### src/hw/rtl/s256mh_pkg.sv
`default_nettype none
// ----------------------------------------------------------------------------
// s256mh_pkg: shared types and constants of the SHA-256 message hash unit
// Holds the block job type passed from the front end to the compression
// engine, the state encodings and the SHA-256 constant tables.
// ----------------------------------------------------------------------------
package s256mh_pkg;

  localparam int unsigned BlkBytes  = 64;
  localparam int unsigned BlkWords  = 16;
  localparam int unsigned NumRounds = 64;
  localparam int unsigned QDepth    = 2;
  localparam int unsigned QPtrW     = $clog2(QDepth);
  localparam int unsigned QCntW     = $clog2(QDepth + 1);

  localparam logic [7:0] PAD_BYTE   = 8'h80;
  localparam logic [5:0] LEN_OFFSET = 6'd56;
  localparam logic [5:0] LAST_SLOT  = 6'd63;

  // Byte i of a block is element i; byte 0 is the first message byte.
  typedef logic [BlkBytes-1:0][7:0] blk_bytes_t;

  typedef struct packed {
    blk_bytes_t blk;
    logic       last_blk;  // Emit the digest after this block.
  } blk_job_t;

  typedef enum logic [1:0] {
    F_IDLE,
    F_PAD1,
    F_PAD2
  } front_state_e;

  typedef enum logic [1:0] {
    B_IDLE,
    B_ROUND,
    B_DONE
  } back_state_e;

  localparam logic [31:0] ROUND_K [NumRounds] = '{
    32'h428a2f98, 32'h71374491, 32'hb5c0fbcf, 32'he9b5dba5,
    32'h3956c25b, 32'h59f111f1, 32'h923f82a4, 32'hab1c5ed5,
    32'hd807aa98, 32'h12835b01, 32'h243185be, 32'h550c7dc3,
    32'h72be5d74, 32'h80deb1fe, 32'h9bdc06a7, 32'hc19bf174,
    32'he49b69c1, 32'hefbe4786, 32'h0fc19dc6, 32'h240ca1cc,
    32'h2de92c6f, 32'h4a7484aa, 32'h5cb0a9dc, 32'h76f988da,
    32'h983e5152, 32'ha831c66d, 32'hb00327c8, 32'hbf597fc7,
    32'hc6e00bf3, 32'hd5a79147, 32'h06ca6351, 32'h14292967,
    32'h27b70a85, 32'h2e1b2138, 32'h4d2c6dfc, 32'h53380d13,
    32'h650a7354, 32'h766a0abb, 32'h81c2c92e, 32'h92722c85,
    32'ha2bfe8a1, 32'ha81a664b, 32'hc24b8b70, 32'hc76c51a3,
    32'hd192e819, 32'hd6990624, 32'hf40e3585, 32'h106aa070,
    32'h19a4c116, 32'h1e376c08, 32'h2748774c, 32'h34b0bcb5,
    32'h391c0cb3, 32'h4ed8aa4a, 32'h5b9cca4f, 32'h682e6ff3,
    32'h748f82ee, 32'h78a5636f, 32'h84c87814, 32'h8cc70208,
    32'h90befffa, 32'ha4506ceb, 32'hbef9a3f7, 32'hc67178f2
  };

  localparam logic [31:0] INIT_H [8] = '{
    32'h6a09e667, 32'hbb67ae85, 32'h3c6ef372, 32'ha54ff53a,
    32'h510e527f, 32'h9b05688c, 32'h1f83d9ab, 32'h5be0cd19
  };

endpackage
`default_nettype wire

### src/hw/rtl/s256mh_out_if.sv
`default_nettype none
// ----------------------------------------------------------------------------
// s256mh_out_if: digest channel
// Carries the eight 32-bit words of a finished SHA-256 digest.
// ----------------------------------------------------------------------------
interface s256mh_out_if;
  logic        valid;
  logic        ready;
  logic [31:0] digest_w0;
  logic [31:0] digest_w1;
  logic [31:0] digest_w2;
  logic [31:0] digest_w3;
  logic [31:0] digest_w4;
  logic [31:0] digest_w5;
  logic [31:0] digest_w6;
  logic [31:0] digest_w7;

  modport source (output valid, output digest_w0, output digest_w1, output digest_w2,
                  output digest_w3, output digest_w4, output digest_w5,
                  output digest_w6, output digest_w7, input ready);
  modport sink   (input valid, input digest_w0, input digest_w1, input digest_w2,
                  input digest_w3, input digest_w4, input digest_w5,
                  input digest_w6, input digest_w7, output ready);
endinterface
`default_nettype wire

### src/hw/rtl/s256mh_engine.sv
`default_nettype none
// ----------------------------------------------------------------------------
// s256mh_engine: SHA-256 compression engine
// Runs one compression round per cycle on queued blocks, keeps the chaining
// value and registers the digest for the output channel.
// ----------------------------------------------------------------------------
module s256mh_engine (
  input  wire logic                  clk_i,
  input  wire logic                  rst_ni,
  input  wire logic                  pop_valid_i,
  output logic                       pop_ready_o,
  input  s256mh_pkg::blk_job_t       pop_job_i,
  s256mh_out_if.source               dig_o
);
  import s256mh_pkg::*;

  function automatic logic [31:0] rotr(logic [31:0] x, int unsigned n);
    return (x >> n) | (x << (32 - n));
  endfunction

  back_state_e state_q, state_d;
  logic [5:0]  rnd_q, rnd_d;
  logic        job_last_q, job_last_d;
  logic [31:0] chain_q [8];
  logic [31:0] chain_d [8];
  logic [31:0] v_q [8];
  logic [31:0] v_d [8];
  logic [31:0] w_q [BlkWords];
  logic [31:0] w_d [BlkWords];
  logic [31:0] dig_q [8];
  logic [31:0] dig_d [8];
  logic        out_valid_q, out_valid_d;
  logic [31:0] sum [8];
  logic [31:0] big_s0, big_s1, ch, maj, t1, t2, sm_s0, sm_s1;

  always_comb begin
    big_s1 = rotr(v_q[4], 6) ^ rotr(v_q[4], 11) ^ rotr(v_q[4], 25);
    ch     = (v_q[4] & v_q[5]) ^ (~v_q[4] & v_q[6]);
    t1     = v_q[7] + big_s1 + ch + ROUND_K[rnd_q] + w_q[0];
    big_s0 = rotr(v_q[0], 2) ^ rotr(v_q[0], 13) ^ rotr(v_q[0], 22);
    maj    = (v_q[0] & v_q[1]) ^ (v_q[0] & v_q[2]) ^ (v_q[1] & v_q[2]);
    t2     = big_s0 + maj;
    sm_s0  = rotr(w_q[1], 7) ^ rotr(w_q[1], 18) ^ (w_q[1] >> 3);
    sm_s1  = rotr(w_q[14], 17) ^ rotr(w_q[14], 19) ^ (w_q[14] >> 10);
    for (int i = 0; i < 8; i++) begin
      sum[i] = chain_q[i] + v_q[i];
    end
  end

  assign pop_ready_o = (state_q == B_IDLE);

  always_comb begin
    state_d     = state_q;
    rnd_d       = rnd_q;
    job_last_d  = job_last_q;
    chain_d     = chain_q;
    v_d         = v_q;
    w_d         = w_q;
    dig_d       = dig_q;
    out_valid_d = out_valid_q && !dig_o.ready;
    unique case (state_q)
      B_IDLE: begin
        if (pop_valid_i) begin
          for (int j = 0; j < BlkWords; j++) begin
            w_d[j] = {pop_job_i.blk[4*j], pop_job_i.blk[4*j+1],
                      pop_job_i.blk[4*j+2], pop_job_i.blk[4*j+3]};
          end
          v_d        = chain_q;
          rnd_d      = '0;
          job_last_d = pop_job_i.last_blk;
          state_d    = B_ROUND;
        end
      end
      B_ROUND: begin
        v_d[7] = v_q[6];
        v_d[6] = v_q[5];
        v_d[5] = v_q[4];
        v_d[4] = v_q[3] + t1;
        v_d[3] = v_q[2];
        v_d[2] = v_q[1];
        v_d[1] = v_q[0];
        v_d[0] = t1 + t2;
        for (int j = 0; j < BlkWords - 1; j++) begin
          w_d[j] = w_q[j+1];
        end
        w_d[BlkWords-1] = sm_s1 + w_q[9] + sm_s0 + w_q[0];
        rnd_d = rnd_q + 6'd1;
        if (rnd_q == 6'(NumRounds - 1)) begin
          state_d = B_DONE;
        end
      end
      B_DONE: begin
        if (!job_last_q) begin
          chain_d = sum;
          state_d = B_IDLE;
        end else if (!out_valid_q || dig_o.ready) begin
          // Final block of a message: publish the digest and restart the chain.
          dig_d       = sum;
          out_valid_d = 1'b1;
          chain_d     = INIT_H;
          state_d     = B_IDLE;
        end
      end
    endcase
  end

  always_ff @(posedge clk_i or negedge rst_ni) begin
    if (!rst_ni) begin
      state_q     <= B_IDLE;
      rnd_q       <= '0;
      job_last_q  <= 1'b0;
      chain_q     <= INIT_H;
      out_valid_q <= 1'b0;
    end else begin
      state_q     <= state_d;
      rnd_q       <= rnd_d;
      job_last_q  <= job_last_d;
      chain_q     <= chain_d;
      out_valid_q <= out_valid_d;
    end
  end

  always_ff @(posedge clk_i) begin
    v_q   <= v_d;
    w_q   <= w_d;
    dig_q <= dig_d;
  end

  assign dig_o.valid     = out_valid_q;
  assign dig_o.digest_w0 = dig_q[0];
  assign dig_o.digest_w1 = dig_q[1];
  assign dig_o.digest_w2 = dig_q[2];
  assign dig_o.digest_w3 = dig_q[3];
  assign dig_o.digest_w4 = dig_q[4];
  assign dig_o.digest_w5 = dig_q[5];
  assign dig_o.digest_w6 = dig_q[6];
  assign dig_o.digest_w7 = dig_q[7];

`ifndef SYNTHESIS
  a_rnd_idle_zero: assert property (@(posedge clk_i) disable iff (!rst_ni)
    (state_q == B_DONE) |-> (rnd_q == 6'd0) &&
      (($past(state_q) == B_ROUND) || ($past(state_q) == B_DONE)))
    else $error("engine finished a block without all rounds");
  a_no_overwrite: assert property (@(posedge clk_i) disable iff (!rst_ni)
    out_valid_q && !dig_o.ready |=> out_valid_q && $stable(dig_q[0]))
    else $error("pending digest lost or changed");
  a_chain_restart: assert property (@(posedge clk_i) disable iff (!rst_ni)
    $rose(out_valid_q) |-> (chain_q[0] == INIT_H[0]) && (chain_q[7] == INIT_H[7]))
    else $error("chaining value not restarted after a digest");
`endif

endmodule
`default_nettype wire
### src/flat_wrapper.sv
// flat-port wrapper written by rule: the top's interface ports become plain ports
module s256mh_engine_flat import s256mh_pkg::*;
  (clk_i, rst_ni, pop_valid_i, pop_ready_o, pop_job_i, dig_o_valid, dig_o_digest_w0, dig_o_digest_w1, dig_o_digest_w2, dig_o_digest_w3, dig_o_digest_w4, dig_o_digest_w5, dig_o_digest_w6, dig_o_digest_w7, dig_o_ready);
  s256mh_out_if dig_o_i ();
  input  wire logic clk_i;
  input  wire logic rst_ni;
  input  wire logic pop_valid_i;
  output logic pop_ready_o;
  input  s256mh_pkg::blk_job_t pop_job_i;
  output wire logic [$bits(dig_o_i.valid)-1:0] dig_o_valid;
  output wire logic [$bits(dig_o_i.digest_w0)-1:0] dig_o_digest_w0;
  output wire logic [$bits(dig_o_i.digest_w1)-1:0] dig_o_digest_w1;
  output wire logic [$bits(dig_o_i.digest_w2)-1:0] dig_o_digest_w2;
  output wire logic [$bits(dig_o_i.digest_w3)-1:0] dig_o_digest_w3;
  output wire logic [$bits(dig_o_i.digest_w4)-1:0] dig_o_digest_w4;
  output wire logic [$bits(dig_o_i.digest_w5)-1:0] dig_o_digest_w5;
  output wire logic [$bits(dig_o_i.digest_w6)-1:0] dig_o_digest_w6;
  output wire logic [$bits(dig_o_i.digest_w7)-1:0] dig_o_digest_w7;
  input wire logic [$bits(dig_o_i.ready)-1:0] dig_o_ready;
  assign dig_o_valid = dig_o_i.valid;
  assign dig_o_digest_w0 = dig_o_i.digest_w0;
  assign dig_o_digest_w1 = dig_o_i.digest_w1;
  assign dig_o_digest_w2 = dig_o_i.digest_w2;
  assign dig_o_digest_w3 = dig_o_i.digest_w3;
  assign dig_o_digest_w4 = dig_o_i.digest_w4;
  assign dig_o_digest_w5 = dig_o_i.digest_w5;
  assign dig_o_digest_w6 = dig_o_i.digest_w6;
  assign dig_o_digest_w7 = dig_o_i.digest_w7;
  assign dig_o_i.ready = dig_o_ready;
  s256mh_engine u_core (.clk_i(clk_i), .rst_ni(rst_ni), .pop_valid_i(pop_valid_i), .pop_ready_o(pop_ready_o), .pop_job_i(pop_job_i), .dig_o(dig_o_i));
endmodule
### config.mk
export PLATFORM = sky130hd
export DESIGN_NAME = s256mh_engine_flat
export DESIGN_NICKNAME = d
export VERILOG_FILES = /design/src/hw/rtl/s256mh_pkg.sv /design/src/hw/rtl/s256mh_out_if.sv /design/src/hw/rtl/s256mh_engine.sv /design/src/flat_wrapper.sv
export SDC_FILE = /design/constraint.sdc
export NUM_CORES = 2
export LEC_CHECK = 0
export BUFFER_PORTS_ARGS = -buffer_cell sky130_fd_sc_hd__buf_2
export CAP_MARGIN = 5
export CORE_UTILIZATION = 65
export CTS_CLUSTER_SIZE = 40
export DETAILED_ROUTE_END_ITERATION = 16
export PLACE_DENSITY_LB_ADDON = 0.2
export SKIP_LAST_GASP = 1
export SYNTH_ARGS = -nofsm -noshare
export SYNTH_HDL_FRONTEND = slang
export SYNTH_SLANG_ARGS = --single-unit
### constraint.sdc
create_clock -name clk_i -period 32.5 [get_ports clk_i]
set_input_delay 6.5 -clock clk_i [delete_from_list [all_inputs] [get_ports clk_i]]
set_output_delay 6.5 -clock clk_i [all_outputs]
set_load 0.05 [all_outputs]
# Yosys cells after proc, flatten, opt, wreduce, memory -nomap -nowiden
# Memories as Yosys holds them, arrays and structs flattened.
# Index checks and enable logic that the tools add are counted.
[classes]
reduce_logical = 11
mux = 18
bitwise_logic = 28
eq_ne = 7
add_sub_neg = 19
magnitude_cmp = 1
[op_table]
columns = ["operator", "count"]
rows = [
  ["512-bit one-hot mux with 2 select lines", 1],
  ["256-bit two-way mux", 3],
  ["32-bit adder", 18],
  ["512-bit two-way mux", 1],
  ["256-bit one-hot mux with 2 select lines", 1],
  ["32-bit bitwise XOR", 9],
  ["32-bit bitwise AND", 5],
  ["32-bit two-way mux", 2],
  ["32-bit NOT", 1],
  ["10-bit by 32-bit bitwise OR with 32-bit output", 1],
  ["13-bit by 32-bit bitwise OR with 32-bit output", 1],
  ["14-bit by 32-bit bitwise OR with 32-bit output", 1],
  ["15-bit by 32-bit bitwise OR with 32-bit output", 1],
  ["19-bit by 32-bit bitwise OR with 32-bit output", 1],
  ["21-bit by 32-bit bitwise OR with 32-bit output", 1],
  ["25-bit by 32-bit bitwise OR with 32-bit output", 1],
  ["26-bit by 32-bit bitwise OR with 32-bit output", 1],
  ["30-bit by 32-bit bitwise OR with 32-bit output", 1],
  ["7-bit by 32-bit bitwise OR with 32-bit output", 1],
  ["32-bit by 22-bit bitwise XOR with 32-bit output", 1],
  ["32-bit by 29-bit bitwise XOR with 32-bit output", 1],
  ["6-bit one-hot mux with 2 select lines", 1],
  ["2-bit two-way mux", 4],
  ["7-bit greater-or-equal comparator, second input constant", 1],
  ["other kinds (18)", 25],
]
[word_totals]
memories = 1
mem_bits_ro = 2048
wordCells = 129
reg_bits = 1290
[memory_table]
columns = ["name", "depth", "width", "rd", "rd_clocked_by_memory_dff", "write_ports", "line_no", "source"]
rows = [
  ["(name not given)", 64, 32, 1, 0, 0, "s256mh_engine.sv:39", "t1 = v_q[7] + big_s1 + ch + ROUND_K[rnd_q] + w_q[0];"],
]

# Depth between registers and ports, before layout
[depth]
word_depth = 9
depth_mapped = 41
ltp_nobuf = 39

# Worst setup path after synthesis
# OpenSTA, ideal clock, no wires.
[synth_timing]
kind = "input -> register"
startpoint = "in pop_valid_i"
endpoint = "reg u_core.rnd_q[0]"
path_buffers = 0
arrival_ps = 22053
path_stages = 4
required_time_ps = 31711
path_slack_ps = 9659
path_cell_list = "nand2b_1 > o21ai_0 > inv_1 > o21ai_0"
[synth_via]
elab_chain_len = 2
[synth_rtl]
columns = ["item", "line_no", "source"]
rows = [
  ["start, declared", "flat_wrapper.sv:7", "input wire logic pop_valid_i;"],
  ["2-bit != test (no line)", "-", ""],
  ["2-bit AND reduction (no line)", "-", ""],
  ["end signal, assigned", "s256mh_engine.sv:116", "rnd_q <= rnd_d;"],
  ["end, declared", "s256mh_engine.sv:22", "logic [5:0] rnd_q, rnd_d;"],
]
# No other way between the ends.
# A chain may end at the register's enable or synchronous reset.

# Worst setup path after layout
[layout_timing]
startpoint = "in pop_valid_i"
endpoint = "reg u_core.w_q[231] (netlist name) (enable)"
[layout_via]
elab_chain_len = 2
[layout_rtl]
columns = ["item", "line_no", "source"]
rows = [
  ["2-bit != test (no line)", "-", ""],
  ["2-bit AND reduction (no line)", "-", ""],
  ["end signal, assigned", "s256mh_engine.sv:125", "w_q <= w_d;"],
  ["end, declared", "s256mh_engine.sv:28", "logic [31:0] w_q [BlkWords];"],
]
# No other way between the ends.

==> results.yml <==
timing:
  slew_headroom: 0.04827
  worst_slack_ns: 20.58
  rsz0062_at_grt: "false"
  fin_crit_sh: 0.3666
  fin_setup_tns_ns: 0
  hold_viol_final: 0
  fin_crit_ns: 11.92
  tightest_slew_ns: 1.410
  slew_violations: 0
  skew_ns: 0.02309
  fmax_mhz: 83.93
  setup_viol_count_final: 0
cts:
  cts_buffer_depth: 3
  clk_latency_ns: 0.78
  cts_buffers: 136
  clk_pin_slew_ns: 0.06
  post_cts_resize_count: 0
  cts_sinks: 1290
  holdBufCountCts: 0
  cts_tree: "done"
  cts-root-buf: "clkbuf_16"
  h-tree-depth: 4
  post_cts_buffers: 0
floorplan:
  dieHeight_um: 346.6
  fp.dieArea_sq_um: 120100
  die_w_um: 346.6
  start_util: 0.6545
  ios: 775
  core_sq_um: 117900
  std_cell_rows: 126
yosys:
  avgSynthCellArea_sq_um: 12.30
  synth_cell_types: 85
  synth_most_common_cell: "edfxtp_1"
  synth_top_cell_by_area: "edfxtp_1"
  ys_ff_latch: 1290
  synth_edf_count: 1024
  ys.warnings.count: 0
  synth.top_cells.by_area: "edfxtp_1 (40%), mux2_2 (11%), ha_1 (6.4%), fa_1 (5.1%), xnor2_1 (5.0%)"
  postSynthCellCount: 6275
  ys.flop_type: "edfxtp_1"
  synthTopCellsByCount: "edfxtp_1 (1024), mux2_2 (752), xnor2_1 (442)"
  synth_area_sq_um: 77180
  ys_seq_area_frac: 0.4869
  synthArstFlopShare: 0.2062
  synth_nets: 7383
  synth_top_cell_area_share: 0.3984
place:
  numPortBuffers: 774
  dpl-instance-area_sq_um: 82570
  place_ws_ns: 19.73
  gpl.final_weighted_congestion: 1.027
  post-dp-hpwl_um: 198400
grt:
  grt_pass1_vias: 55510
  grt_overflow: 0
  antenna_found_initial: 42
  grt.total_usage: 0.4316
  grt_first_pass_wirelength_um: 374000
  grt_max_degree: 183
worst_setup_path:
  critPathBufInv: 7
  critical_path.cell_chain: "buf_2 -> nand2b_1 -> o21ai_0 -> inv_8 -> buf_4 -> buf_4 -> buf_12 -> buf_4 -> buf_4"
  crit_path_start: "pop_valid_i"
  path_max_fanout: 163
  critPathRequiredTime_ns: 32.89
  slowest_stage: "buf_4"
  worst_path_most_repeated_cell: "buf_4"
  worstSetupStartpointType: "input port"
  arrival_ns: 12.31
  slowest_delay_ns: 0.92
  crit_path_end_kind: "register"
  critPathKind: "in -> reg"
  cp_top_family: "buffers and inverters"
  r2r_start: "u_core.rnd_q[3]$_DFFE_PN0P_"
final_layout:
  drive_above_1_share: 0.2779
  final_area_sq_um: 87230
  areaGrowthSynthToFinish_pct: 13.02
  nets: 8097
status:
  outcome: "finished clean"
job:
  cap_violations: 0
route:
  drt_iter0_drc: 6828
  routed_wl_um: 263500
  vias: 57250
  routedWlPerCell_um: 30.40
  ant_nets: 0
  drc_errors: 0
  vias_per_cell: 6.604
  dr.pass1.iters: 6
min_path:
  hold_class: "reg -> reg"
  min-delay-start: "u_core.chain_q[209]$_DFFE_PN1P_"
## per-layer routing
layer / up-vias / GRT usage / part of all wire
met1: 28200 / 0.5647 / 0.37
met4: 24 / 0.2518 / 0.068
met2: 3608 / 0.6581 / 0.45
li1: 24680 / - / -
met5: - / 0 / 0.00061
met3: 740 / 0.1046 / 0.11
## cells by family after synthesis
| group | count (synthesis) | synth area share |
|---|---|---|
| adder cells (fa/ha/maj) | 593 | 0.1150 |
| AO/OA/AOI/OAI | 1473 | 0.1285 |
| XOR/XNOR | 595 | 0.06770 |
| buffers and inverters | 633 | 0.03080 |
| AND/OR/NAND/NOR | 895 | 0.05466 |
| flip-flops | 1290 | 0.4869 |
| multiplexers | 796 | 0.1165 |
## through the flow
stage | util | cells | hold WS (ns)
global route | 0.7396 | 8661 | 0.4823
finish | 0.7397 | 8668 | 0.4638
global placement | 0.7002 | 8387 | 0.4494
CTS | 0.7391 | 8638 | 0.4647
detailed placement | 0.7002 | 8387 | 0.4567
floorplan | - | 6275 | 0.4426
## cell usage in the layout, fill, tap and decap left out, drive strengths merged, types with 40 or more instances in the layout
| master | count |
|---|---|
| clkinv | 50 |
| a22o | 108 |
| dfstp | 136 |
| clkbuf | 165 |
| ha | 396 |
| o21a | 59 |
| a21o | 202 |
| buf | 831 |
| inv | 388 |
| xor2 | 152 |
| dfrtp | 130 |
| edfxtp | 1024 |
| a211oi | 40 |
| o21ai | 272 |
| nand2 | 240 |
| o21bai | 40 |
| a21oi | 364 |
| o22a | 116 |
| fa | 195 |
| mux2 | 753 |
| nor2 | 261 |
| nand3 | 63 |
| nor2b | 59 |
| nor3 | 79 |
| a31oi | 55 |
| xnor2 | 442 |
| nand2b | 43 |
## tightest hold or removal path: stages, from the launching register on
cell and delay (ns):
dfstp_2 0.37, nand2_1 0.05, nand2_1 0.04
## sequential cells by signal, indices dropped and copies added (netlist names)
name                    count
u_core.chain_q            256
u_core.dig_o.digest_w0     32
u_core.dig_o.digest_w1     32
u_core.dig_o.digest_w2     32
u_core.dig_o.digest_w3     32
u_core.dig_o.digest_w4     32
u_core.dig_o.digest_w5     32
u_core.dig_o.digest_w6     32
u_core.dig_o.digest_w7     32
u_core.dig_o.valid          1
u_core.job_last_q           1
u_core.rnd_q                6
u_core.state_q              2
u_core.v_q                256
u_core.w_q                512
## worst paths after layout
path | slack [ns] | cells past startpoint | endpoint
max | 20.58 | 9 | u_core.w_q[231]$_DFFE_PP_
min reg2reg | 0.46 | 2 | u_core.chain_q[209]$_DFFE_PN1P_
max in group asynchronous | 25.48 | 2 | u_core.chain_q[93]$_DFFE_PN0P_
max reg2reg | 21.63 | 31 | u_core.v_q[255]$_DFFE_PP_
min in group asynchronous | 5.62 | 1 | u_core.chain_q[148]$_DFFE_PN0P_
min | 0.46 | 2 | u_core.chain_q[209]$_DFFE_PN1P_
## final cells by class
type	instances	area (sq um)
fillers	7856	30690
multi-input cells	4352	37270
flip-flops and latches	1290	37580
well taps	1536	1922
clock buffers	165	3605
inverters	378	1426
clock inverters	86	982.2
repair buffers	831	4362
diodes	30	75.07
Power is left out: the tool's default activity adds up to more than one toggle a clock period on the data nets, which glitch-free logic cannot reach.
