`config.mk`:
```
export PLATFORM = sky130hd
export DESIGN_NAME = s256mh_queue
export DESIGN_NICKNAME = d
export VERILOG_FILES = /design/src/hw/rtl/s256mh_pkg.sv /design/src/hw/rtl/s256mh_queue.sv
export SDC_FILE = /design/constraint.sdc
export NUM_CORES = 1
export LEC_CHECK = 0
export ABC_AREA = 1
export BUFFER_PORTS_ARGS = -buffer_cell sky130_fd_sc_hd__buf_2
export CORE_AREA = 2 2 405 407
export DETAILED_ROUTE_END_ITERATION = 8
export DIE_AREA = 0 0 407 409
export GPL_TIMING_DRIVEN = 0
export MAX_ROUTING_LAYER = met4
export SYNTH_ARGS = -nofsm -noshare
export SYNTH_HDL_FRONTEND = slang
export SYNTH_SLANG_ARGS = --single-unit
```
`constraint.sdc`:
```
create_clock -name clk_i -period 23.3 [get_ports clk_i]
set_input_delay 2.33 -clock clk_i [delete_from_list [all_inputs] [get_ports clk_i]]
set_output_delay 2.33 -clock clk_i [all_outputs]
set_load 0.01 [all_outputs]
```
`src/hw/rtl/s256mh_pkg.sv`:
```
`default_nettype none
// ----------------------------------------------------------------------------
// s256mh_pkg: shared types and constants of the SHA-256 message hash unit
// Holds the block job type passed from the front end to the compression
// engine, the state encodings and the SHA-256 constant tables.
// ----------------------------------------------------------------------------
package s256mh_pkg;

  localparam int unsigned BlkBytes  = 64;
  localparam int unsigned BlkWords  = 16;
  localparam int unsigned NumRounds = 64;
  localparam int unsigned QDepth    = 2;
  localparam int unsigned QPtrW     = $clog2(QDepth);
  localparam int unsigned QCntW     = $clog2(QDepth + 1);

  localparam logic [7:0] PAD_BYTE   = 8'h80;
  localparam logic [5:0] LEN_OFFSET = 6'd56;
  localparam logic [5:0] LAST_SLOT  = 6'd63;

  // Byte i of a block is element i; byte 0 is the first message byte.
  typedef logic [BlkBytes-1:0][7:0] blk_bytes_t;

  typedef struct packed {
    blk_bytes_t blk;
    logic       last_blk;  // Emit the digest after this block.
  } blk_job_t;

  typedef enum logic [1:0] {
    F_IDLE,
    F_PAD1,
    F_PAD2
  } front_state_e;

  typedef enum logic [1:0] {
    B_IDLE,
    B_ROUND,
    B_DONE
  } back_state_e;

  localparam logic [31:0] ROUND_K [NumRounds] = '{
    32'h428a2f98, 32'h71374491, 32'hb5c0fbcf, 32'he9b5dba5,
    32'h3956c25b, 32'h59f111f1, 32'h923f82a4, 32'hab1c5ed5,
    32'hd807aa98, 32'h12835b01, 32'h243185be, 32'h550c7dc3,
    32'h72be5d74, 32'h80deb1fe, 32'h9bdc06a7, 32'hc19bf174,
    32'he49b69c1, 32'hefbe4786, 32'h0fc19dc6, 32'h240ca1cc,
    32'h2de92c6f, 32'h4a7484aa, 32'h5cb0a9dc, 32'h76f988da,
    32'h983e5152, 32'ha831c66d, 32'hb00327c8, 32'hbf597fc7,
    32'hc6e00bf3, 32'hd5a79147, 32'h06ca6351, 32'h14292967,
    32'h27b70a85, 32'h2e1b2138, 32'h4d2c6dfc, 32'h53380d13,
    32'h650a7354, 32'h766a0abb, 32'h81c2c92e, 32'h92722c85,
    32'ha2bfe8a1, 32'ha81a664b, 32'hc24b8b70, 32'hc76c51a3,
    32'hd192e819, 32'hd6990624, 32'hf40e3585, 32'h106aa070,
    32'h19a4c116, 32'h1e376c08, 32'h2748774c, 32'h34b0bcb5,
    32'h391c0cb3, 32'h4ed8aa4a, 32'h5b9cca4f, 32'h682e6ff3,
    32'h748f82ee, 32'h78a5636f, 32'h84c87814, 32'h8cc70208,
    32'h90befffa, 32'ha4506ceb, 32'hbef9a3f7, 32'hc67178f2
  };

  localparam logic [31:0] INIT_H [8] = '{
    32'h6a09e667, 32'hbb67ae85, 32'h3c6ef372, 32'ha54ff53a,
    32'h510e527f, 32'h9b05688c, 32'h1f83d9ab, 32'h5be0cd19
  };

endpackage
`default_nettype wire

```
`src/hw/rtl/s256mh_queue.sv`:
```
`default_nettype none
// ----------------------------------------------------------------------------
// s256mh_queue: block job queue
// Two-entry queue of block jobs between the front end and the engine.
// ----------------------------------------------------------------------------
module s256mh_queue (
  input  wire logic                  clk_i,
  input  wire logic                  rst_ni,
  input  wire logic                  push_valid_i,
  output logic                       push_ready_o,
  input  s256mh_pkg::blk_job_t       push_job_i,
  output logic                       pop_valid_o,
  input  wire logic                  pop_ready_i,
  output s256mh_pkg::blk_job_t       pop_job_o
);
  import s256mh_pkg::*;

  blk_job_t         jobs_q [QDepth];
  logic [QPtrW-1:0] wr_ptr_q, rd_ptr_q;
  logic [QCntW-1:0] cnt_q;
  logic             do_push, do_pop;

  assign push_ready_o = (cnt_q != QCntW'(QDepth));
  assign pop_valid_o  = (cnt_q != '0);
  assign do_push      = push_valid_i && push_ready_o;
  assign do_pop       = pop_valid_o && pop_ready_i;
  assign pop_job_o    = jobs_q[rd_ptr_q];

  always_ff @(posedge clk_i or negedge rst_ni) begin
    if (!rst_ni) begin
      wr_ptr_q <= '0;
      rd_ptr_q <= '0;
      cnt_q    <= '0;
    end else begin
      if (do_push) begin
        wr_ptr_q <= wr_ptr_q + QPtrW'(1);
      end
      if (do_pop) begin
        rd_ptr_q <= rd_ptr_q + QPtrW'(1);
      end
      if (do_push && !do_pop) begin
        cnt_q <= cnt_q + QCntW'(1);
      end else if (do_pop && !do_push) begin
        cnt_q <= cnt_q - QCntW'(1);
      end
    end
  end

  always_ff @(posedge clk_i) begin
    if (do_push) begin
      jobs_q[wr_ptr_q] <= push_job_i;
    end
  end

endmodule
`default_nettype wire

```
Yosys cells after proc, flatten, opt, wreduce, memory -nomap -nowiden:

Memory sizes are Yosys's and may differ from the RTL's.
Index checks and enable logic that the tools add are counted.
Widths: inputs -> output; s select.

* add/subtract/negate cells: 4
* equality and inequality tests: 1
* mux-type cells: 4
* reductions and logical operators: 8

Operators by type and width (count)
* $logic_and 1x1->1: 4
* $mux 2: 2
* $reduce_bool 2->1: 2
* $add 1x1->1 const B: 2
* $add 2x1->2 const B: 1
* $logic_not 1->1: 2
* $mux 1: 2
* $ne 2x2->1 const B: 1
* $sub 2x1->2 const B: 1

* bits in registers: 4
* RAM bits: 1026
* input port bits: 517
* output and inout bits: 515
* word-level logic and storage cells: 21
* memories: 1

Memory list
* jobs_q: depth 2, bits a word 513, rd ports 1, clocked after Yosys merged registers in 0, write ports 1, line s256mh_queue.sv:18 `blk_job_t jobs_q [QDepth];`

Longest topological paths before layout:

Gate-level depths: netlist of run 1.

* depth after elaboration: 6
* mapped depth: 10
* mapped depth without buffers: 10

Worst setup path before layout of run 1:

No wires, ideal clock.

* path type: input -> register
* start: input push_valid_i
* end: memory jobs_q[0][0] (netlist name) (enable)
* library setup time: 1.402 ns
* arrival time: 23.653 ns
* data required time: 21.898 ns
* setup slack: -1.755 ns
* stages: 2
* buffers on the path: 0
* cell sequence: nand2_1 nor2_1

* word-level cells in the longest chain between the ends: 3

Ends and longest elaborated chain
* from (decl): line s256mh_queue.sv:9 `input wire logic push_valid_i,`
* $logic_and 1x1->1: line s256mh_queue.sv:25 `assign do_push = push_valid_i && push_ready_o;`
* $mux 1: line s256mh_queue.sv:50 `if (do_push) begin`
* $mux 1 (implied by the code): line s256mh_queue.sv:51 `jobs_q[wr_ptr_q] <= push_job_i;`
* to (decl): line s256mh_queue.sv:18

No other way between the ends.

==> results of run 1 <==
synthesized netlist by cell type:
library cell,n
buf_2,102
buf_4,2
clkbuf_1,9
dfrtp_1,4
edfxtp_1,1026
ha_1,1
inv_1,6
inv_2,1
nand2_1,1549
nand3_1,2
nand4_1,1
nor2_1,2
xnor2_1,1
xor2_1,1
worst max-delay path by stage:
stage,start,to,slack (ns)
floorplan,push_valid_i,jobs_q[0][0],-1.76
global placement,push_valid_i,jobs_q[1][287],-17.16
detailed placement,rd_ptr_q,pop_job_o[31],18.48
CTS,rd_ptr_q,pop_job_o[31],17.64
global route,rd_ptr_q,pop_job_o[31],17.64
finish,rd_ptr_q,pop_job_o[31],17.88
layout make-up:
type	count	area, um2	share of cell area (%)
inverter	7	26.3	0.0527
clock buffer	131	2830	5.68
buffer	113	562	1.13
tap	2175	2720	5.46
antenna	43	108	0.216
sequential	1030	30900	62.0
multi-input combinational	1557	5880	11.8
clock inverter	71	741	1.49
timing repair buffer	1073	6030	12.1
where the power goes:
part	internal (W)	leakage, nW	switching [W]
logic	0.000700	9.56	0.00163
registers	0.00252	9.59	0.0000831
clock network	0.000985	1.74	0.000744
total	0.00421	20.9	0.00246
metal layers:
layer	share of wire [%]	vias up	routed length [um]	track usage, %
met3	10	192	13000	5.34
met2	49	957	61600	24.5
met4	2.4	0	2940	4.34
met5	0	-	0	-
met1	38	12000	47200	16.6
li1	-	11700	-	-
worst reg2reg max path: stages (launching register included):
cell     delay, ns
dfrtp_1       0.38
inv_1         0.09
nand2_1       0.09
nand2_1       0.17
nor2_4        0.55
buf_16        0.25
buf_12        0.24
buf_12        0.23
buf_12        0.24
stage by stage:
stage	hold WS, ns	cells	area, um2	TNS (ns)	setup WS, ns
6_report	0.500	6200	49800	0	17.88
5_1_grt	0.539	6184	49800	0	17.64
4_1_cts	0.503	6157	49700	0	17.64
3_5_place_dp	0.495	5955	46100	0	18.48
3_3_place_gp	0.481	5913	45200	-	-17.16
2_1_floorplan	0.462	2707	37400	-1800.70	-1.76
flip-flops by register name, indices dropped and copies added (netlist names):
signal and cells:
jobs_q 1026, cnt_q 2, rd_ptr_q 1, wr_ptr_q 1
cell families (layout without fill, tap and decap cells):
family | Yosys count | in the layout | synth area share [%]
other | 0 | 43 | 0
XOR/XNOR | 2 | 2 | 0.0469
adder cells (fa/ha/maj) | 1 | 1 | 0.0335
buffers and inverters | 120 | 1395 | 1.57
AND/OR/NAND/NOR | 1554 | 1554 | 15.6
flip-flops | 1030 | 1030 | 82.7
==> metrics, run 1 <==
status finished, final reports clean; Yosys cell types 14; max-slew violation count 0; GRT Util Overall roughly 15%; Die X 407 um; synthesized instance count 2707; buffers inserted by post-CTS timing repair 0; cts hold-fix bufs 0; # DRC 0; Final Power between 0.006 and 0.007 W; kind of critical path reg2out; crit path time final 5.42 ns; synthesized area 37400 um2; Die Ht about 410 um; WP depth 5; area share of the largest cell type after synthesis slightly above 80%; critical path arrival 3.09 ns; clk_skew 0.0380 ns; Max Cap Viol 0; standard-cell rows about 150; Root Buffer clkbuf_16; Worst Path Buf+Inv 3; share of the clock period used by the worst path 23.3%; first-pass GRT wire length 170 mm; initial antenna violation count 60; core area between 150000 and 200000 um2; CP peak stage delay 0.99 ns; Hold Path Class reg2reg; mean area per synthesized cell between 10 and 15 um2; RSZ-0062 raised after global routing no; Via density 3.99; DRT Pass-1 Iters 5; largest net degree at the start of global routing 32; layout cells sized above 1 33.7%; worst hold start cnt_q[0]; Clock Tree Buf Depth 3; routed len/inst between 20 and 25 um; full die area 166000 um2; H-tree depth 3; Worst Path Required between 20 and 25 ns; DP HPWL 95.1 mm; crit-path max FO 10; area leader, netlist edfxtp_1; r2r setup slk about 21 ns; startpoint types flip-flop; most common cell after layout, fill and taps aside nand2_1; maximum vdd drop 0.0747 mV; Crit Reg-Reg Startpoint cnt_q[0]; slowest stage cell on the critical path clkbuf_1; post-CTS resize count 0; CP delay by family, top buffers and inverters; Skew-Pair Late Insertion Delay 0.71 ns; max frequency 0.185 GHz; PD cells 134 nW/um2; FF-to-FF path depth 8; syn nets between 3000 and 4000; Yosys warning total 0; vias in the first global route 23900; Rel. slew slack 15.2%; reg-to-reg endpoint jobs_q[0][224]; Fin. Hold Viols 0; Core Util, Final between 30% and 40%; CP most frequent cell nand2_1; sequential fraction of the synthesis area 82.7%; commonest cells after routing, fill and taps aside nand2_1, buf_2, edfxtp_1, clkbuf_16, buf_12; Clock Sinks 1030; Worst Tran Pin Value 1.27 ns; Num CTS Buffers 110; Yosys reg bits 1030; Antenna Nets Post-Route 0; Iter 0 DRT Violations 1750; RePlAce Congestion around 0.9; CTS tree built; Final setup viols 0; area delta synth->final 33.3%; Worst Setup End Kind primary output; # port buffers between 1000 and 1500; Post-layout nets 4410; leak pwr around 21 nW; Starting Density 23.1%; final wirelength 125 mm; top cells by area, synth edfxtp_1, nand2_1, buf_2, dfrtp_1, clkbuf_1; vias post-DR 24800; hold path depth 1; Filler cells 16300; Boundary Pins 1032; Clk pin slew, worst setup/hold paths 0.05 ns; cells along the critical path inv_2 > clkbuf_1 > nand2_1 > nand2_1 > buf_2; Hold EP cnt_q[0]; total congestion overflow 0
Power figures use the tool's default switching activity.
==> run 2: changes to the inputs <==
- ABC_AREA: 1 -> 0
- CORE_AREA: 2 2 405 407 -> 2 2 399 401
- DIE_AREA: 0 0 407 409 -> 0 0 401 403
- clock period: 23.3 -> 4.45 ns (I/O delays scaled with it)
==> run 2 against run 1 <==
Sequential power increased to 5.2 times the previous value. Clock power increased to 5.4 times the previous value. Global-route usage decreased by 0.72 points. Count of clock-buffer cells in the layout increased by 5. Die area decreased by 2.9%. Cell count decreased by 12%. Via count decreased by 11%. Register-to-register slack got worse by 20 ns. Utilization increased by 5.2 points. Worst hold slack got worse by 0.35 ns. Highest routed layer unchanged.
==> metrics, run 2 <==
syn nets 2132 (was 3225); Post-layout nets 3821 (was 4410); area delta synth->final 44.2% (was 33.3%); PD cells 634 nW/um2 (was 134 nW/um2); area leader, netlist edfxtp_1 (unchanged); Skew-Pair Late Insertion Delay 0.73 ns (was 0.71 ns); Clock Sinks 1030 (unchanged); final wirelength 114 mm (was 125 mm); leading register cell type out of synthesis edfxtp_1 (unchanged); Crit Reg-Reg Startpoint cnt_q[0] (unchanged); total congestion overflow 0 (unchanged); vias in the first global route 23900 (about the same); top-count cell post-synth edfxtp_1 (was nand2_1); top cells by area, synth edfxtp_1, mux2_4, mux2_2, buf_8, buf_6 (was edfxtp_1, nand2_1, buf_2, dfrtp_1, clkbuf_1); # DRC 0 (unchanged); Clk pin slew, worst setup/hold paths 0.06 ns (was 0.05 ns); Num CTS Buffers 111 (was 110); buffers inserted by post-CTS timing repair 0 (unchanged); GRT Util Overall 14.0% (was 14.8%); standard-cell rows 146 (was 148); largest net degree at the start of global routing 62 (was 32); crit path time final around 3.5 ns; area share of the largest cell type after synthesis 78.5% (was 82.5%); vias post-DR 22100 (was 24800); Max Cap Viol 0 (unchanged); cells along the critical path nand2b_4 > nand2_4 > nor2_4 > buf_16 > buf_12 > buf_12 > buf_12 > buf_12 > buf_12 > buf_12 > buf_12 > buf_12 (was inv_2 > clkbuf_1 > nand2_1 > nand2_1 > buf_2); crit-path max FO 30 (was 10); Fin. Hold Viols 0 (unchanged); Clock Tree Buf Depth 3 (unchanged); most common cell after layout, fill and taps aside buf_2 (was nand2_1); Hold Path Class in2async (was reg2reg); layout cells sized above 1 52.9% (was 33.7%); Final setup viols 0 (unchanged); CP peak stage delay 0.41 ns (was 0.99 ns); Post-Place Setup Slack 0.958 ns (was 18.48 ns); startpoint types flip-flop (unchanged); Rel. slew slack 55.5% (was 15.2%); Post-synth top cells edfxtp_1, mux2_4, mux2_2 (was nand2_1, edfxtp_1, buf_2); FFs w/ async S/R, synth 0.388% (unchanged); H-tree depth 3 (unchanged); RePlAce Congestion 0.816 (was 0.903); Yosys reg bits 1030 (unchanged); leak pwr 22.3 nW (was 20.9 nW); Worst Tran Pin Value 0.667 ns (was 1.27 ns); Worst Setup End Kind flip-flop (was primary output); Final Power 0.0359 W (was 0.00667 W); Worst Path Required 4.88 ns (was 20.97 ns); max-slew violation count 0 (unchanged); final std cells w/o fill 5484 (was 6200); post-CTS resize count 0 (unchanged); max frequency approximately 0.29 GHz; DP HPWL 83.7 mm (was 95.1 mm); critical path arrival 3.90 ns (was 3.09 ns); first-pass GRT wire length 160 mm (was 170 mm); min setup slack post-route 0.972 ns (was 17.88 ns); routed len/inst 20.9 um (was 20.1 um); Die Ht 403 um (was 409 um); core area 157000 um2 (was 162000 um2); Antenna Nets Post-Route 0 (unchanged); Boundary Pins 1032 (unchanged); Largest register FFs 1026 (unchanged); Yosys warning total 0 (unchanged); placed cells 4746 (was 5955); Post-synth EDFFs 1026 (unchanged); synthesized area 39200 um2 (was 37400 um2); CP most frequent cell buf_12 (was nand2_1); # port buffers 1031 (unchanged); full die area 162000 um2 (was 166000 um2); commonest cells after routing, fill and taps aside buf_2, edfxtp_1, dlygate4sd3_1, mux2_4, clkbuf_16 (was nand2_1, buf_2, edfxtp_1, clkbuf_16, buf_12); Largest Register jobs_q (unchanged); status finished, final reports clean (unchanged); share of the clock period used by the worst path between 70% and 80%; mean area per synthesized cell 24.3 um2 (was 13.8 um2); Yosys cell types 16 (was 14); Critical Path Start cnt_q[0] (was rd_ptr_q); Starting Density 24.9% (was 23.1%); Via density 4.02 (was 3.99); slowest stage cell on the critical path dfrtp_1 (was clkbuf_1); kind of critical path reg2reg (was reg2out); maximum vdd drop 0.426 mV (was 0.0747 mV); Die X 401 um (was 407 um); clk_skew 0.0600 ns (was 0.0380 ns); Root Buffer clkbuf_16 (unchanged); sequential fraction of the synthesis area 78.8% (was 82.7%); DRT Pass-1 Iters 5 (unchanged); RSZ-0062 raised after global routing no (unchanged); CTS tree built (unchanged); synthesized instance count 1614 (was 2707); Iter 0 DRT Violations 1146 (was 1750); initial antenna violation count 35 (was 60); Regs by FF count jobs_q x1026, cnt_q x2 (unchanged)
run 2: area by class of cell:
class,count,area (um2)
fillers,14700,101000
inverters,1,3.75
plain buffers,57,723
clock buffers,136,2890
repair buffers,1576,11000
well taps,2072,2590
flip-flops and latches,1030,30900
multi-input cells,526,7620
diodes,20,50.0
clock inverters,66,810
run 2: what timing repair did:
item,4_1_cts,5_1_grt
endpoints found under the setup margin,0,0
hold buffers,516,0
endpoints found under the hold margin,1032,0
run 2: cells by family (layout without fill, tap and decap cells):
logic type               after synthesis  after routing  synth area share (%)
flip-flops                          1030           1030                  78.8
multiplexers                         513            513                  19.1
buffers and inverters                 58           1836                  1.85
AND/OR/NAND/NOR                        7              7                0.0862
XOR/XNOR                               5              5                 0.112
adder cells (fa/ha/maj)                1              1                0.0319
other                                  0             20                     0
run 2: final timing paths:
check                                  to  slack [ns]  depth (start not counted)
min in group clk_i         jobs_q[0][253]        0.43                          2
max in group asynchronous        rd_ptr_q        4.17                          2
max reg2reg                jobs_q[0][122]        0.97                         12
min                              cnt_q[1]        0.15                          2
max                        jobs_q[0][122]        0.97                         12
min reg2reg                      cnt_q[0]        0.54                          1
run 2: metal layers:
layer  global-route usage, %  routed length [um]  vias to the layer above
met5                       -                   0                        -
li1                        -                   -                     9897
met2                    23.5               57300                      859
met4                    6.36                4610                        0
met3                    5.42               10200                      245
met1                    14.6               42300                    11100
run 2: where the power goes:
group          internal, W  switching [W]
Sequential          0.0132       0.000470
Clock              0.00545        0.00394
Combinational      0.00615        0.00663
run 2: worst max-delay path, delay by kind of cell (launching register included):
family | cells | cell delay (ns)
DFF | 1 | 0.41
buffers and inverters | 9 | 2.00
and+or+nand+nor | 3 | 0.62
run 2: stage by stage:
step / cell area (um2) / hold slack [ns] / setup TNS [ns] / utilization (%)
2_1_floorplan: 39300 / 0.149 / -3545.49 / -
3_3_place_gp: 47000 / 0.256 / -8106.26 / 29.9
3_5_place_dp: 47700 / 0.264 / 0 / 30.3
4_1_cts: 56500 / 0.0477 / 0 / 35.9
5_1_grt: 56600 / 0.0783 / 0 / 35.9
6_report: 56600 / 0.149 / 0 / 35.9
==> run 3: changes to the inputs <==
- clock period: 4.45 -> 3.1 ns (I/O delays scaled with it)
==> run 3 against run 2 <==
Die area stayed put. First-iteration DRC count increased by 3.4%. Power up 44%. Largest power group unchanged. Clock power increased by 44%.
==> metrics, run 3 (same netlist as run 2, synthesis figures left out) <==
Clk pin slew, worst setup/hold paths 0.06 ns (about the same); Regs by FF count jobs_q x1026, cnt_q x2 (unchanged); Via density 4.02 (about the same); leak pwr 22.3 nW (about the same); final wirelength 115 mm (was 114 mm); Fin. Hold Viols 0 (unchanged); Largest Register jobs_q (unchanged); standard-cell rows 146 (unchanged); max frequency 0.347 GHz (was 0.288 GHz); Filler cells 14700 (about the same); Die Ht 403 um (unchanged); max-slew violation count 0 (unchanged); DP HPWL 83.7 mm (unchanged); # DRC 0 (unchanged); Final setup viols 0 (unchanged); H-tree depth 3 (unchanged); Boundary Pins 1032 (unchanged); Worst Tran Pin Value 0.540 ns (was 0.667 ns); dpl cell area 47700 um2 (unchanged); share of the clock period used by the worst path 93.1% (was 78.2%); crit path time final 2.89 ns (was 3.48 ns); GRT Util Overall 14.1% (was 14.0%); Worst Path Required 3.50 ns (was 4.88 ns); Worst Setup End Kind flip-flop (unchanged); clk_skew 0.0599 ns (was 0.0600 ns); Post-layout nets 3824 (was 3821); status finished, final reports clean (unchanged); full die area 162000 um2 (unchanged); commonest cells after routing, fill and taps aside buf_2, edfxtp_1, dlygate4sd3_1, mux2_4, clkbuf_16 (unchanged); PD cells 910 nW/um2 (was 634 nW/um2); Core Util, Final 36.0% (was 35.9%); Iter 0 DRT Violations 1185 (was 1146); critical path arrival 3.28 ns (was 3.90 ns); startpoint types flip-flop (unchanged); Post-Place Setup Slack -0.392 ns (was 0.958 ns); DRT Pass-1 Iters 7 (was 5); min setup slack post-route 0.214 ns (was 0.972 ns); Starting Density 24.9% (unchanged); largest net degree at the start of global routing 62 (unchanged); maximum vdd drop 0.575 mV (was 0.426 mV); total congestion overflow 0 (unchanged); Max Cap Viol 0 (unchanged); Die X 401 um (unchanged); Hold Path Class in2reg (was in2async); Largest register FFs 1026 (unchanged); crit-path max FO 61 (was 30); layout cells sized above 1 52.9% (about the same); Rel. slew slack 64.0% (was 55.5%); RSZ-0062 raised after global routing no (unchanged); Clock Sinks 1030 (unchanged); CTS tree built (unchanged); kind of critical path reg2reg (unchanged); RePlAce Congestion 0.816 (unchanged); Root Buffer clkbuf_16 (unchanged); core area 157000 um2 (unchanged); vias post-DR 22100 (about the same); routed len/inst 21.0 um (was 20.9 um); vias in the first global route 23900 (about the same); initial antenna violation count 35 (unchanged); setup TNS 0 ns (unchanged); design area 56600 um2 (about the same); Num CTS Buffers 111 (unchanged); Clock Tree Buf Depth 3 (unchanged); # port buffers 1031 (unchanged); first-pass GRT wire length 161 mm (was 160 mm); area delta synth->final 44.3% (was 44.2%); Antenna Nets Post-Route 0 (unchanged); most common cell after layout, fill and taps aside buf_2 (unchanged); Skew-Pair Late Insertion Delay 0.74 ns (was 0.73 ns)
## run 3: cell count changes in the layout (fill, tap and decap cells not counted), sizes merged
cell,previous run,this run
dlygate4sd3,516,517
and3,1,2
bufbuf,0,1
## run 3: cell type report
class	count	area, um2	share of cell area [%]
Sequential cell	1030	30900	54.6
Buffer	57	723	1.28
Inverter	1	3.75	0.00663
Clock inverter	66	810	1.43
Timing Repair Buffer	1578	11000	19.5
Antenna cell	20	50.0	0.0884
Multi-Input combinational cell	527	7630	13.5
Clock buffer	136	2890	5.11
Tap cell	2072	2590	4.58
## run 3: worst max-delay path: stages, from the launching register on
cell and delay, ns:
dfrtp_1 0.41, nand2b_4 0.19, and3_4 0.22, buf_16 0.29, buf_16 0.31, buf_16 0.28
buf_16 0.29, buf_16 0.32
## run 3: timing repair
action | CTS | global route
resized for setup | 1 | 0
setup endpoints to repair | 142 | 30
hold endpoints to repair | 1033 | 0
hold buffers | 517 | 0
pin swaps | 2 | 0
buffers inserted | 2 | 0
cloned | 2 | 0
## run 3: power by group
group	internal [W]	total, W	switching, W
logic	0.00885	0.0184	0.00956
registers	0.0190	0.0197	0.000679
clock network	0.00783	0.0135	0.00566
total	0.0357	0.0516	0.0159
## run 3: routing by layer
| metal | global-route usage, % | wire [um] |
|---|---|---|
| met5 | - | 0 |
| met4 | 6.36 | 4540 |
| met2 | 23.6 | 57800 |
| met3 | 5.42 | 10100 |
| met1 | 14.7 | 42600 |
## run 3: per-stage QoR
step | power [W] | cells | hold WS [ns]
final | 0.0516 | 5487 | 0.288
after global routing | 0.0538 | 5485 | 0.225
after CTS | 0.0523 | 5468 | 0.188
after detailed placement | 0.0380 | 4746 | 0.129
after global placement | 0.0328 | 4717 | 0.121
after floorplan | 0.0298 | 1614 | 0.0144
## run 3: worst paths after layout
kind,from,to,slack [ns],cells after the start
worst max-delay path,cnt_q[0],jobs_q[1][122],0.21,7
worst min-delay path,push_job_i[253],jobs_q[0][253],0.29,2
worst max register to register,cnt_q[0],jobs_q[1][122],0.21,7
worst min register to register,cnt_q[0],cnt_q[0],0.54,1
max in group asynchronous,rst_ni,rd_ptr_q,2.35,3
min in group asynchronous,rst_ni,cnt_q[1],0.56,3
